===== src/oukl_pkg.sv =====
// ============================================================================
// oukl_pkg: shared types and constants for the ordered unique key list
// Holds the list depth, the derived index widths, the request and status
// codes, the sequencer states and the request and response transaction types.
// ============================================================================
package oukl_pkg;

    // Capacity of the list and the widths that follow from it.
    localparam int LIST_DEPTH = 16;
    localparam int ADDR_W     = (LIST_DEPTH > 1) ? $clog2(LIST_DEPTH) : 1;
    localparam int CNT_W      = $clog2(LIST_DEPTH + 1);

    // Fixed field widths of the transactions.
    localparam int KEY_W    = 32;
    localparam int POS_W    = 4;
    localparam int COUNT_W  = 5;
    localparam int STATUS_W = 3;

    // Request codes.
    localparam logic [1:0] REQ_INSERT = 2'd0;
    localparam logic [1:0] REQ_REMOVE = 2'd1;
    localparam logic [1:0] REQ_LOOKUP = 2'd2;

    // Status codes.
    localparam logic [STATUS_W-1:0] ST_OK        = 3'd0;
    localparam logic [STATUS_W-1:0] ST_DUP       = 3'd1;
    localparam logic [STATUS_W-1:0] ST_NOT_FOUND = 3'd2;
    localparam logic [STATUS_W-1:0] ST_EMPTY     = 3'd3;
    localparam logic [STATUS_W-1:0] ST_FULL      = 3'd4;

    // Sequencer states.
    typedef enum logic [2:0] {
        S_IDLE,
        S_SCAN_RD,
        S_SCAN_CMP,
        S_DECIDE,
        S_SHIFT_RD,
        S_SHIFT_WR
    } state_t;

    // Request transaction.
    typedef struct packed {
        logic [1:0]              req_type;
        logic signed [KEY_W-1:0] key;
    } request_t;

    // Response transaction.
    typedef struct packed {
        logic [STATUS_W-1:0] status;
        logic                found;
        logic [POS_W-1:0]    position;
        logic [COUNT_W-1:0]  entry_count;
    } response_t;

endpackage


===== src/ordered_unique_key_list_core.sv =====
// ============================================================================
// ordered_unique_key_list_core: bounded list of distinct keys in insert order
// A small sequencer drives one key memory and one equality comparator. It
// scans the held entries for the key, then appends, reports, or closes the
// gap left by a removed key by moving the later entries down one place.
// ============================================================================
//
//  Channel    Signals                  Handshake
//  ---------  -----------------------  ------------------------------------
//  request    start, busy, request     taken when start is high, busy low
//  response   done, response           valid for the single cycle done is high
//
//  Steps: each entry scanned is a memory read, then a compare, and the decision
//  follows; an insert or lookup examines at most LIST_DEPTH entries. A remove
//  then moves each later entry down, a read and a write per entry, before the
//  response. Reset clears the count and the sequencer but not the key memory,
//  as only entries below the count are read. The receiver cannot stall: done
//  pulses once, with busy already low.
// ============================================================================
module ordered_unique_key_list_core (
    input  logic                clk,
    input  logic                rst_n,
    input  logic                start,
    input  oukl_pkg::request_t  request,
    output logic                busy,
    output logic                done,
    output oukl_pkg::response_t response
);
    import oukl_pkg::*;

    // Key memory and its registered read data.
    logic [KEY_W-1:0]  key_mem [LIST_DEPTH];
    logic [KEY_W-1:0]  rd_data_reg;
    logic [ADDR_W-1:0] rd_addr;
    logic              mem_we;
    logic [ADDR_W-1:0] mem_waddr;
    logic [KEY_W-1:0]  mem_wdata;

    // Sequencer state.
    state_t            state_reg, state_next;
    logic [1:0]        op_reg, op_next;
    logic [KEY_W-1:0]  key_reg, key_next;
    logic [CNT_W-1:0]  idx_reg, idx_next;
    logic [CNT_W-1:0]  idx_inc;
    logic [CNT_W-1:0]  occ_reg, occ_next;
    logic              hit_reg, hit_next;
    logic              done_reg, done_next;
    response_t         rsp_reg, rsp_next;

    assign idx_inc = idx_reg + CNT_W'(1);

    // Memory write and registered read.
    always_ff @(posedge clk)
    begin
        if (mem_we)
        begin
            key_mem[mem_waddr] <= mem_wdata;
        end
        rd_data_reg <= key_mem[rd_addr];
    end

    // State and control registers.
    always_ff @(posedge clk or negedge rst_n)
    begin
        if (!rst_n)
        begin
            state_reg <= S_IDLE;
            occ_reg   <= '0;
            done_reg  <= 1'b0;
        end
        else
        begin
            state_reg <= state_next;
            occ_reg   <= occ_next;
            done_reg  <= done_next;
        end
    end

    // Payload registers.
    always_ff @(posedge clk)
    begin
        op_reg  <= op_next;
        key_reg <= key_next;
        idx_reg <= idx_next;
        hit_reg <= hit_next;
        rsp_reg <= rsp_next;
    end

    // Next state, memory control and response.
    always_comb
    begin
        state_next = state_reg;
        op_next    = op_reg;
        key_next   = key_reg;
        idx_next   = idx_reg;
        occ_next   = occ_reg;
        hit_next   = hit_reg;
        done_next  = 1'b0;
        rsp_next   = rsp_reg;
        rd_addr    = idx_reg[ADDR_W-1:0];
        mem_we     = 1'b0;
        mem_waddr  = occ_reg[ADDR_W-1:0];
        mem_wdata  = key_reg;

        case (state_reg)
            S_IDLE:
            begin
                if (start)
                begin
                    op_next  = request.req_type;
                    key_next = request.key;
                    idx_next = '0;
                    hit_next = 1'b0;
                    // Nothing to scan in an empty list or for the unused code.
                    if (occ_reg == '0 || request.req_type > REQ_LOOKUP)
                    begin
                        state_next = S_DECIDE;
                    end
                    else
                    begin
                        state_next = S_SCAN_RD;
                    end
                end
            end

            S_SCAN_RD:
            begin
                rd_addr    = idx_reg[ADDR_W-1:0];
                state_next = S_SCAN_CMP;
            end

            S_SCAN_CMP:
            begin
                // One entry compared per pass; stop on a match or at the tail.
                if (rd_data_reg == key_reg)
                begin
                    hit_next   = 1'b1;
                    state_next = S_DECIDE;
                end
                else if (idx_inc >= occ_reg)
                begin
                    state_next = S_DECIDE;
                end
                else
                begin
                    idx_next   = idx_inc;
                    state_next = S_SCAN_RD;
                end
            end

            S_DECIDE:
            begin
                rsp_next.status   = ST_OK;
                rsp_next.found    = 1'b0;
                rsp_next.position = '0;
                state_next        = S_IDLE;
                done_next         = 1'b1;
                case (op_reg)
                    REQ_INSERT:
                    begin
                        if (hit_reg)
                        begin
                            rsp_next.status   = ST_DUP;
                            rsp_next.found    = 1'b1;
                            rsp_next.position = POS_W'(idx_reg);
                        end
                        else if (occ_reg == CNT_W'(LIST_DEPTH))
                        begin
                            rsp_next.status = ST_FULL;
                        end
                        else
                        begin
                            mem_we            = 1'b1;
                            mem_waddr         = occ_reg[ADDR_W-1:0];
                            rsp_next.position = POS_W'(occ_reg);
                            occ_next          = occ_reg + CNT_W'(1);
                        end
                    end
                    REQ_REMOVE:
                    begin
                        if (occ_reg == '0)
                        begin
                            rsp_next.status = ST_EMPTY;
                        end
                        else if (hit_reg)
                        begin
                            // Close the gap before the response goes out.
                            rsp_next.found    = 1'b1;
                            rsp_next.position = POS_W'(idx_reg);
                            done_next         = 1'b0;
                            state_next        = S_SHIFT_RD;
                        end
                        else
                        begin
                            rsp_next.status = ST_NOT_FOUND;
                        end
                    end
                    REQ_LOOKUP:
                    begin
                        if (hit_reg)
                        begin
                            rsp_next.found    = 1'b1;
                            rsp_next.position = POS_W'(idx_reg);
                        end
                        else
                        begin
                            rsp_next.status = ST_NOT_FOUND;
                        end
                    end
                    default:
                    begin
                        // Unused request code: acknowledged and ignored.
                    end
                endcase
                rsp_next.entry_count = COUNT_W'(occ_next);
            end

            S_SHIFT_RD:
            begin
                // Fetch the next later entry, or finish at the tail.
                if (idx_inc < occ_reg)
                begin
                    rd_addr    = idx_inc[ADDR_W-1:0];
                    state_next = S_SHIFT_WR;
                end
                else
                begin
                    occ_next             = occ_reg - CNT_W'(1);
                    rsp_next.entry_count = COUNT_W'(occ_next);
                    done_next            = 1'b1;
                    state_next           = S_IDLE;
                end
            end

            S_SHIFT_WR:
            begin
                mem_we     = 1'b1;
                mem_waddr  = idx_reg[ADDR_W-1:0];
                mem_wdata  = rd_data_reg;
                idx_next   = idx_inc;
                state_next = S_SHIFT_RD;
            end

            default:
            begin
                state_next = S_IDLE;
            end
        endcase
    end

    assign busy     = (state_reg != S_IDLE);
    assign done     = done_reg;
    assign response = rsp_reg;

    // The response appears only once the sequencer is back at rest.
    a_done_idle: assert property (@(posedge clk) disable iff (!rst_n)
        done |-> !busy)
        else $error("response issued while the sequencer is busy");

    // The entry count never exceeds the capacity.
    a_occ_bound: assert property (@(posedge clk) disable iff (!rst_n)
        occ_reg <= CNT_W'(LIST_DEPTH))
        else $error("entry count exceeds list capacity");

    // An accepted transaction always makes the block busy.
    a_start_busy: assert property (@(posedge clk) disable iff (!rst_n)
        (start && !busy) |=> busy)
        else $error("accepted transaction did not start the sequencer");

    // A response follows only a decision or the end of a gap closure.
    a_done_src: assert property (@(posedge clk) disable iff (!rst_n)
        done |-> ($past(state_reg) == S_DECIDE || $past(state_reg) == S_SHIFT_RD))
        else $error("response issued from an unexpected state");

    // The count changes only in a response cycle.
    a_occ_change: assert property (@(posedge clk) disable iff (!rst_n)
        !done |=> $stable(occ_reg) || done)
        else $error("entry count changed without a response");

endmodule


===== config.mk =====
export PLATFORM = sky130hd
export DESIGN_NAME = ordered_unique_key_list_core
export DESIGN_NICKNAME = d
export VERILOG_FILES = /design/src/oukl_pkg.sv /design/src/ordered_unique_key_list_core.sv
export SDC_FILE = /design/constraint.sdc
export NUM_CORES = 1
export LEC_CHECK = 0
export BUFFER_PORTS_ARGS = -buffer_cell sky130_fd_sc_hd__buf_4
export CORE_MARGIN = 2
export CORE_UTILIZATION = 35
export CTS_CLUSTER_SIZE = 30
export DETAILED_ROUTE_END_ITERATION = 10
export MAX_ROUTING_LAYER = met4
export PLACE_DENSITY_LB_ADDON = 0.08
export SLEW_MARGIN = 20
export SYNTH_ARGS = -nofsm -noshare
export SYNTH_HDL_FRONTEND = slang
export SYNTH_SLANG_ARGS = --single-unit

===== constraint.sdc =====
create_clock -name clk -period 4.45 [get_ports clk]
set_input_delay 0.89 -clock clk [delete_from_list [all_inputs] [get_ports clk]]
set_output_delay 0.89 -clock clk [all_outputs]
set_load 0.02 [all_outputs]

==> results of run 1 <==
## per-layer routing
layer	global-route usage (%)	up-vias	wire length, um
met1	28.53	9366	36220
met4	5.254	0	1488
met5	-	-	0
met2	36.02	516	40520
met3	2.434	115	3702
li1	-	7972	-
## worst max-delay path by stage
stage / startpoint / depth (start not counted) / slack, ps / end
global placement: idx_reg[0] / 13 / 360 / rd_data_reg[18]
finish: idx_reg[1] / 14 / 410 / rd_data_reg[31]
detailed placement: idx_reg[1] / 14 / 470 / rd_data_reg[31]
CTS: idx_reg[0] / 14 / 450 / rd_data_reg[31]
global route: idx_reg[1] / 14 / 90 / rd_data_reg[31]
floorplan: idx_reg[0] / 20 / 550 / rd_data_reg[15]
## metrics by stage
step / hold slack [ps] / utilization (%)
after CTS: 94.81 / 41.08
after global placement: 524.1 / 37.95
final: 118.0 / 41.08
after detailed placement: 521.5 / 37.96
after floorplan: 445.5 / -
after global routing: 109.0 / 41.08
## synth_stat cells (3+ instances only)
master	number
a21oi_1	35
o22ai_1	386
a22o_1	3
o21ai_1	30
o211ai_1	16
o2111ai_1	18
o21bai_1	19
nand2_1	27
or3_1	4
o21ai_0	46
nand3_1	13
edfxtp_1	565
nor4_1	5
mux2_2	64
ha_1	8
nor3_1	155
xnor2_1	31
xor2_1	8
inv_1	15
nand4_1	9
mux2i_1	13
nor2_1	83
dfxtp_1	32
nand2b_1	4
a32oi_1	3
buf_2	31
and2_1	3
buf_1	27
a22oi_1	15
dfrtp_1	9
clkbuf_1	102
o221ai_1	84
and3_1	5
o22a_1	4
a31oi_1	9
## cell type report
class                      count  area share (%)
sequential                   606           59.40
multi-input combinational   1125           25.22
clock buffer                 107           6.748
tap                          959           3.997
timing repair buffer         114           3.601
clock inverter                23          0.8336
inverter                      15          0.1959
## kinds of logic (layout without fill, tap and decap cells)
logic type	Yosys count	count (layout)	synth area share [%]
compound gates	678	678	17.26
flops	606	606	68.83
simple gates	321	321	5.994
buf+inv	177	259	2.748
mux	79	79	3.458
xor+xnor	39	39	1.319
fa+ha+maj	8	8	0.3864
## placed cells by master (no fill, tap or decap), types with 3 or more instances in the layout
cell type	instances
o21ai_1	28
a31oi_1	8
mux2_2	64
edfxtp_1	565
clkbuf_1	28
ha_1	8
nor3_1	155
o21bai_1	19
o22ai_1	386
nand2_1	25
o211ai_1	16
dfrtp_1	9
and2_1	3
clkinv_1	9
o221ai_1	84
inv_1	14
a21oi_1	34
nor4_1	5
mux2i_1	13
nand3_1	12
clkbuf_8	5
xor2_1	8
and3_1	5
nand2b_1	4
nor2_1	65
clkinv_2	5
a22o_1	3
clkbuf_16	74
o21ai_0	46
buf_4	96
o2111ai_1	18
dfxtp_1	32
xnor2_1	31
a22oi_1	15
o22a_1	4
bufinv_16	5
nand4_1	9
nor2_4	18
buf_12	18
a32oi_1	3
## power groups by stage
stage | logic [mW] | registers [mW] | clock network, mW
3_5_place_dp | 6.04 | 7.30 | 0
5_1_grt | 6.57 | 7.23 | 6.10
3_3_place_gp | 5.98 | 7.30 | 0
2_1_floorplan | 3.97 | 7.20 | 0
4_1_cts | 6.06 | 7.19 | 5.86
6_report | 6.04 | 7.19 | 5.72
==> results.toml, run 1 <==
[status]
outcome = "finished, violations left"
violations = "DRC"

[global_route]
grt_first_pass_wirelength_um = 119900
grt_max_degree = 183
antenna_found_initial = 0
first_global_vias = 17550
grt_usage_pct = 21.69
overflow = 0

[critical_path]
worstPathArrival_ps = 4500
cp_num_buf_inv = 3
required_ps = 4910
crit_chain = "ha_1 > nand3_1 > xor2_1 > inv_1 > ha_1 > a21oi_1 > buf_4 > nand2_1 > or3_4 > buf_12 > o221ai_1 > o22ai_1 > a22oi_1 > o211ai_1"
cp_max_fo = 70
regToRegSetupSlack_ps = 410
crit_path_end_kind = "flop"
slowest_stage = "or3_4"
r2r_start = "idx_reg[1]"
reg2reg_depth = 14
worst_path_largest_cell_delay_ps = 700
start_kind = "flop"
crit_family = "simple AND/OR/NAND/NOR gates"
critical_path_class = "reg2reg"
r2r_end = "rd_data_reg[31]"
crit_top_cell = "ha_1"

[run]
drv_cap = 0

[finish]
multi_input_area_um2 = 7571
fin_nets = 1977
final-seq-area_um2 = 17830
n_antenna_cell = 0
fin_cells = 2949
syn2layout_area_growth_pct = 15.88
largest_reg_flops = 512
fillers = 6711
drive_gt1_share_pct = 15.33
fin_area_um2 = 30020

[timing]
grt_setup_unrepaired = "false"
final.setup_skew_ps = 13.78
hold_viol = 0
drv_slew = 0
fmax_mhz = 247.7
setup_viol = 0
fin_tns_setup_ps = 0
min_period_ps = 4036
finalCritPeriodShare_pct = 90.71
setup_slack_ps = 413.6
worstMarginPinSlew_ps = 1090
slew_headroom_pct = 27.35

[synthesis]
ys_seq_area_share_pct = 68.83
synth-seq-cells = 606
synth_area_um2 = 25910
avgSynthCellArea_um2 = 13.58
synth_ff_type = "edfxtp_1"
syn_inst = 1908
ys_types = 55
synth_top_area_share_pct = 65.49
yosys.area.top_type = "edfxtp_1"
yosysWarningCount = 0
synth_nets = 1953
async_flop_share_pct = 1.485
synth-edff-count = 565
synthTopCellsByArea = "edfxtp_1 (65%), o22ai_1 (9.3%), nor3_1 (3.0%), o221ai_1 (2.8%), mux2_2 (2.8%)"

[routing]
antenna_left = 0
vias_per_cell = 6.093
post_drt_wl_per_cell_um = 27.78
firstDrtPassIters = 10
vias = 17970
drt_wl_total_um = 81940
drtIter0Drc = 1716
drcViolationCount = 7

[pwr]
switching_power_mw = 6.541
p_sw_share_pct = 34.52
worst_ir_drop_vdd_mv = 0.4893
internal-power_mw = 12.41
p_seq_share_pct = 37.9
p_per_area_nw_per_um2 = 631.3
p_clk_share_pct = 30.2
power_mw = 18.95
p_comb_share_pct = 31.9
leakagePower_nw = 9.324

[clocking]
cts.reportedPaths.clkPinSlew_ps = 60
cts_resized = 0
cts_hold_buf = 0
cts_buffer_depth = 3
cts_sinks = 606
clock-root-buffer = "clkbuf_16"
cts_tree = "yes"
htreeDepth = 3
post_cts_buffers = 0
cts-buffers-inserted = 70
clk_latency_ps = 600

[floorplan]
start_util_pct = 35.45
dieWidth_um = 276.1
die_area_um2 = 76210
io_pins = 52
die_h_um = 276.1
coreArea_um2 = 73080
rows = 99

[placed_design]
placed_area_um2 = 27740
dp_hpwl_um = 43610
io_buffers = 51
dp_cells = 2819
pre_cts_slack_ps = 472.0
place_congestion = 0.7697

[min_path]
hold_path_class = "in2async"
No activity file was read; power rests on OpenSTA's default activity.
==> run 2: changes to the inputs <==
--- a/config.mk
+++ b/config.mk
@@ -5,6 +5,7 @@
 export SDC_FILE = /design/constraint.sdc
 export NUM_CORES = 1
 export LEC_CHECK = 0
+export ABC_AREA = 1
 export BUFFER_PORTS_ARGS = -buffer_cell sky130_fd_sc_hd__buf_4
 export CORE_MARGIN = 2
 export CORE_UTILIZATION = 35
@@ -12,6 +13,7 @@
 export DETAILED_ROUTE_END_ITERATION = 10
 export MAX_ROUTING_LAYER = met4
 export PLACE_DENSITY_LB_ADDON = 0.08
+export SKIP_CTS_REPAIR_TIMING = 1
 export SLEW_MARGIN = 20
 export SYNTH_ARGS = -nofsm -noshare
 export SYNTH_HDL_FRONTEND = slang
==> run 2 against run 1 <==
  * Global-route usage down 0.82 points
  * Total power fell by 0.33%
  * Critical path type unchanged
  * The run now ends clean
  * Flip-flop and latch count is the same
  * Critical path depth increased by 1
  * Core utilization shrank 0.37 points
  * Highest routed layer unchanged
  * Clock skew rose by 18 ps
  * Critical endpoint is now rd_data_reg[30]
  * Maximum frequency is 4.1% higher
  * Clock power about the same
  * Sequential power about the same
==> results.toml, run 2 <==
[routing]
firstDrtPassIters = 6
vias = 17430
drt_wl_total_um = 77740
vias_per_cell = 5.053
drcViolationCount = 0
post_drt_wl_per_cell_um = 22.54
antenna_left = 0
drtIter0Drc = 1478

[synthesis]
synth_area_um2 = 26040
avgSynthCellArea_um2 = 10.92
yosysWarningCount = 0
synthTopCellsByArea = "edfxtp_1 (65%), nand2_1 (9.9%), nand3_1 (9.5%), inv_1 (3.1%), nand3b_1 (2.8%)"
yosys.area.top_type = "edfxtp_1"
syn_inst = 2384
yosysMostFrequentCell = "nand2_1"
ys_types = 33
ys_seq_area_share_pct = 68.49
synth_top_area_share_pct = 65.16
async_flop_share_pct = 1.485
synth_common_cells = "nand2_1 (684), edfxtp_1 (565), nand3_1 (493)"
synth-edff-count = 565
synth-seq-cells = 606
synth_nets = 2429
synth_ff_type = "edfxtp_1"

[timing]
fmax_mhz = 258.0
fin_tns_setup_ps = 0
drv_slew = 0
setup_viol = 0
finalCritPeriodShare_pct = 87.11
worstMarginPinSlew_ps = 1120
hold_viol = 0
final.setup_skew_ps = 31.38
slew_headroom_pct = 25.05
min_period_ps = 3876
setup_slack_ps = 573.7
grt_setup_unrepaired = "false"

[critical_path]
start_kind = "flop"
cp_max_fo = 19
worstPathArrival_ps = 4360
crit_top_cell = "nand2_1"
crit_path_end_kind = "flop"
critical_path_class = "reg2reg"
worst_path_largest_cell_delay_ps = 790
crit_chain = "ha_1 > nand3_1 > xor2_1 > inv_1 > ha_1 > nand2_1 > nor2_1 > nand2_1 > nand4_4 > inv_2 > o21ai_4 > inv_2 > buf_12 > nand3_1 > nand2_1"
required_ps = 4940
slowest_stage = "o21ai_4"

[finish]
n_antenna_cell = 0
largest_reg_flops = 512
fillers = 7067
drive_gt1_share_pct = 9.637
fin_util_pct = 40.71
multi_input_area_um2 = 6884
fin_area_um2 = 30150
syn2layout_area_growth_pct = 15.81
layout_commonest_cell = "nand2_1"
fin_nets = 2467
most-common-layout-cells = "nand2_1 (684), edfxtp_1 (565), nand3_1 (493)"
final-seq-area_um2 = 17830

[floorplan]
rows = 100
die_h_um = 276.7
start_util_pct = 35.15
coreArea_um2 = 74070
die_area_um2 = 76590
dieWidth_um = 276.7
io_pins = 52

[clocking]
cts_sinks = 606
clock-root-buffer = "clkbuf_16"
cts_buffer_depth = 3
htreeDepth = 3
clk_latency_ps = 620
cts-buffers-inserted = 71
cts.reportedPaths.clkPinSlew_ps = 60
cts_tree = "yes"

[pwr]
power_mw = 18.89
leakagePower_nw = 11.68
p_per_area_nw_per_um2 = 626.4
internal-power_mw = 12.04
p_comb_share_pct = 31.7
worst_ir_drop_vdd_mv = 0.4033
p_clk_share_pct = 30.2
switching_power_mw = 6.848
p_sw_share_pct = 36.26
p_seq_share_pct = 38.0

[run]
drv_cap = 0

[min_path]
hold_path_class = "in2async"

[placed_design]
place_congestion = 0.7817
pre_cts_slack_ps = 533.0
dp_hpwl_um = 40220
placed_area_um2 = 27880
io_buffers = 51

[global_route]
overflow = 0
grt_usage_pct = 20.86
first_global_vias = 17150
grt_max_degree = 131
grt_first_pass_wirelength_um = 115100
antenna_found_initial = 1

[status]
outcome = "finished, final reports clean"
run 2: cell types whose count changed in the layout (fill, tap and decap cells not counted), sizes merged, moves of 30 or more:
| cell | delta |
|---|---|
| mux2 | -64 |
| nand3 | +480 |
| nor3 | -148 |
| nand2 | +659 |
| o21ai | -43 |
| nand3b | +95 |
| a21oi | -30 |
| nor2 | -40 |
| o221ai | -84 |
| inv | +204 |
| o22ai | -375 |
run 2: cells by family (layout without fill, tap and decap cells):
kind of cell | count (synthesis) | in the layout | share of synthesized area [%]
simple gates | 1332 | 1332 | 23.23
xor+xnor | 28 | 28 | 0.9419
compound gates | 51 | 51 | 1.072
buf+inv | 358 | 454 | 5.848
mux | 1 | 1 | 0.03845
flops | 606 | 606 | 68.49
fa+ha+maj | 8 | 8 | 0.3845
run 2: power by group through the flow:
stage | logic (mW) | clock network, mW | registers (mW)
after global routing | 6.70 | 6.07 | 7.21
after detailed placement | 6.07 | 0 | 7.29
after CTS | 6.09 | 5.86 | 7.18
after global placement | 6.07 | 0 | 7.30
after floorplan | 3.94 | 0 | 7.24
final | 5.99 | 5.71 | 7.18
run 2: cell type report:
type	count	area share, %
flip-flops and latches	606	59.14
multi-input cells	1420	22.83
clock buffers	103	6.668
well taps	969	4.021
repair buffers	103	3.726
inverters	220	2.739
clock inverters	28	0.8756
run 2: stage by stage:
step           instances  hold WS, ps
2_1_floorplan       2384        542.1
3_3_place_gp        3318        592.3
3_5_place_dp        3318        609.9
4_1_cts             3449        89.27
5_1_grt             3449        102.8
6_report            3449        117.7
run 2: final timing paths:
check / cells past startpoint / slack [ps] / endpoint / from
setup / recovery: 15 / 570 / rd_data_reg[30] / idx_reg[1]
hold / removal: 1 / 120 / state_reg[1] / rst_n
setup reg to reg: 15 / 570 / rd_data_reg[30] / idx_reg[1]
hold reg to reg: 2 / 630 / response[11] / op_reg[1]
max in group asynchronous: 1 / 4180 / occ_reg[1] / rst_n
min in group clk: 1 / 450 / key_reg[7] / request[7]
run 2: routing by layer:
metal	global-route usage, %	vias up	share of wire [%]	wire, um
met5	-	-	0	0
met4	5.755	0	2.5	1946
met3	2.801	129	3.9	3061
met2	32.48	365	47	36230
met1	28.76	8710	47	36500
li1	-	8225	-	-
run 2: worst max-delay path, delay by kind of cell, from the launching register on:
kind | cells | cell delay (ps)
buffers and inverters | 4 | 910
and+or+nand+nor | 7 | 860
AOI/OAI and AO/OA | 1 | 790
adders and majority gates | 2 | 520
DFF | 1 | 450
xor gates and xnor gates | 1 | 200
==> run 3: changes to the inputs <==
==> constraint.sdc (replaced) <==
create_clock -name clk -period 3.59 [get_ports clk]
set_input_delay 0.718 -clock clk [delete_from_list [all_inputs] [get_ports clk]]
set_output_delay 0.718 -clock clk [all_outputs]
set_load 0.02 [all_outputs]
==> run 3 against run 2 <==
  * Global-route usage down 0.55 points
  * Sequential share of layout area down 0.90 points
  * Clock skew down 12 ps
  * Via count up 0.56%
  * Clock power up 25%
  * Count of clock-buffer cells in the layout down 4
  * Cell count up 1.2%
  * Worst hold slack better by 170 ps
  * Cell area up 1.5%
  * Largest cell class unchanged
==> results.toml, run 3 (synthesized netlist as in run 2, its figures left out) <==
[placed_design]
dp_cells = 3357
place_congestion = 0.8044
dp_hpwl_um = 41680
pre_cts_slack_ps = 242.4
placed_area_um2 = 28310
io_buffers = 51

[global_route]
first_global_vias = 17330
grt_max_degree = 81
grt_first_pass_wirelength_um = 113300
overflow = 0
grt_usage_pct = 20.32
antenna_found_initial = 0

[critical_path]
crit_path_end_kind = "flop"
crit_top_cell = "nand2_1"
regToRegSetupSlack_ps = 240
worstPathArrival_ps = 3880
slowest_stage = "inv_2"
start_kind = "flop"
worst_path_largest_cell_delay_ps = 460
critical_path_class = "reg2reg"
required_ps = 4120
crit_chain = "ha_1 > nand3_1 > xor2_1 > inv_1 > ha_1 > nand2_1 > nor2_1 > nand2_1 > nand4_4 > inv_2 > nand2_1 > o21ai_4 > inv_2 > buf_4 > nand3_1 > nand2_1"
cp_max_fo = 16

[clocking]
cts_sinks = 606
cts-buffers-inserted = 71
clock-root-buffer = "clkbuf_16"
htreeDepth = 3
cts_buffer_depth = 3
cts.reportedPaths.clkPinSlew_ps = 60
cts_tree = "yes"
clk_latency_ps = 610

[run]
drv_cap = 0

[finish]
largest_reg_flops = 512
drive_gt1_share_pct = 10.91
n_antenna_cell = 0
fin_nets = 2507
layout_commonest_cell = "nand2_1"
syn2layout_area_growth_pct = 17.59
fin_area_um2 = 30620
fin_cells = 3489
most-common-layout-cells = "nand2_1 (684), edfxtp_1 (565), nand3_1 (493)"

[routing]
antenna_left = 0
vias_per_cell = 5.024
drt_wl_total_um = 75620
vias = 17530
post_drt_wl_per_cell_um = 21.67
drcViolationCount = 0
drtIter0Drc = 1253
firstDrtPassIters = 5

[timing]
finalCritPeriodShare_pct = 93.23
final.setup_skew_ps = 19.31
hold_viol = 0
fmax_mhz = 298.8
grt_setup_unrepaired = "false"
hold_ws_ps = 285.6
min_period_ps = 3347
setup_viol = 0
drv_slew = 0
setup_slack_ps = 243.0
fin_tns_setup_ps = 0
slew_headroom_pct = 51.72
worstMarginPinSlew_ps = 717.6

[floorplan]
die_h_um = 276.7
io_pins = 52
dieWidth_um = 276.7
start_util_pct = 35.15
coreArea_um2 = 74070
rows = 100
die_area_um2 = 76590

[pwr]
p_per_area_nw_per_um2 = 770.9
worst_ir_drop_vdd_mv = 0.4673
leakagePower_nw = 11.94

[status]
outcome = "finished, final reports clean"

[min_path]
hold_path_class = "in2reg"
==> run 3: cell types whose count changed in the layout (fill, tap and decap cells not counted), sizes merged <==
cell,change
clkinvlp,-1
buf,+39
dlygate4sd3,+1
bufinv,+1
clkbuf,-4
clkinv,+4
==> run 3: where the power goes <==
part	internal, mW	switching, mW	total, mW	leakage, nW
registers	8.54	0.334	8.88	5.49
clock network	4.25	2.88	7.13	1.13
logic	2.42	5.18	7.60	5.33
==> run 3: area by class of cell <==
class	instances	area (um2)
inverters	220	825.8
fillers	6997	43450
multi-input cells	1420	6892
flip-flops and latches	606	17830
clock buffers	99	1996
clock inverters	32	295.3
well taps	969	1212
repair buffers	143	1564
==> run 3: per-layer routing <==
layer	global-route usage, %	vias to the layer above	routed length [um]
met5	-	-	0
met4	4.418	0	1300
met3	2.826	94	2897
met2	32.45	355	35700
met1	27.71	8780	35720
li1	-	8298	-
==> run 3: worst paths after layout <==
path	endpoint	start	cells past startpoint
setup / recovery	rd_data_reg[23]	idx_reg[1]	16
min in group asynchronous	done	rst_n	2
setup reg to reg	rd_data_reg[23]	idx_reg[1]	16
hold / removal	key_reg[1]	request[1]	1
hold reg to reg	response[11]	op_reg[1]	2
max in group asynchronous	occ_reg[1]	rst_n	2
==> run 3: critical path: cells and delay by family, from the launching register on <==
kind            cells  cell delay, ps
xor+xnor            1             210
flops               1             450
simple gates        8            1020
fa+ha+maj           2             530
compound gates      1              70
buf+inv             4             950
==> run 3: metrics by stage <==
step           total power [mW]  util (%)
2_1_floorplan             13.87         -
3_3_place_gp              16.71     38.22
3_5_place_dp              16.72     38.22
4_1_cts                   23.93     41.32
5_1_grt                   25.03     41.33
6_report                  23.60     41.33
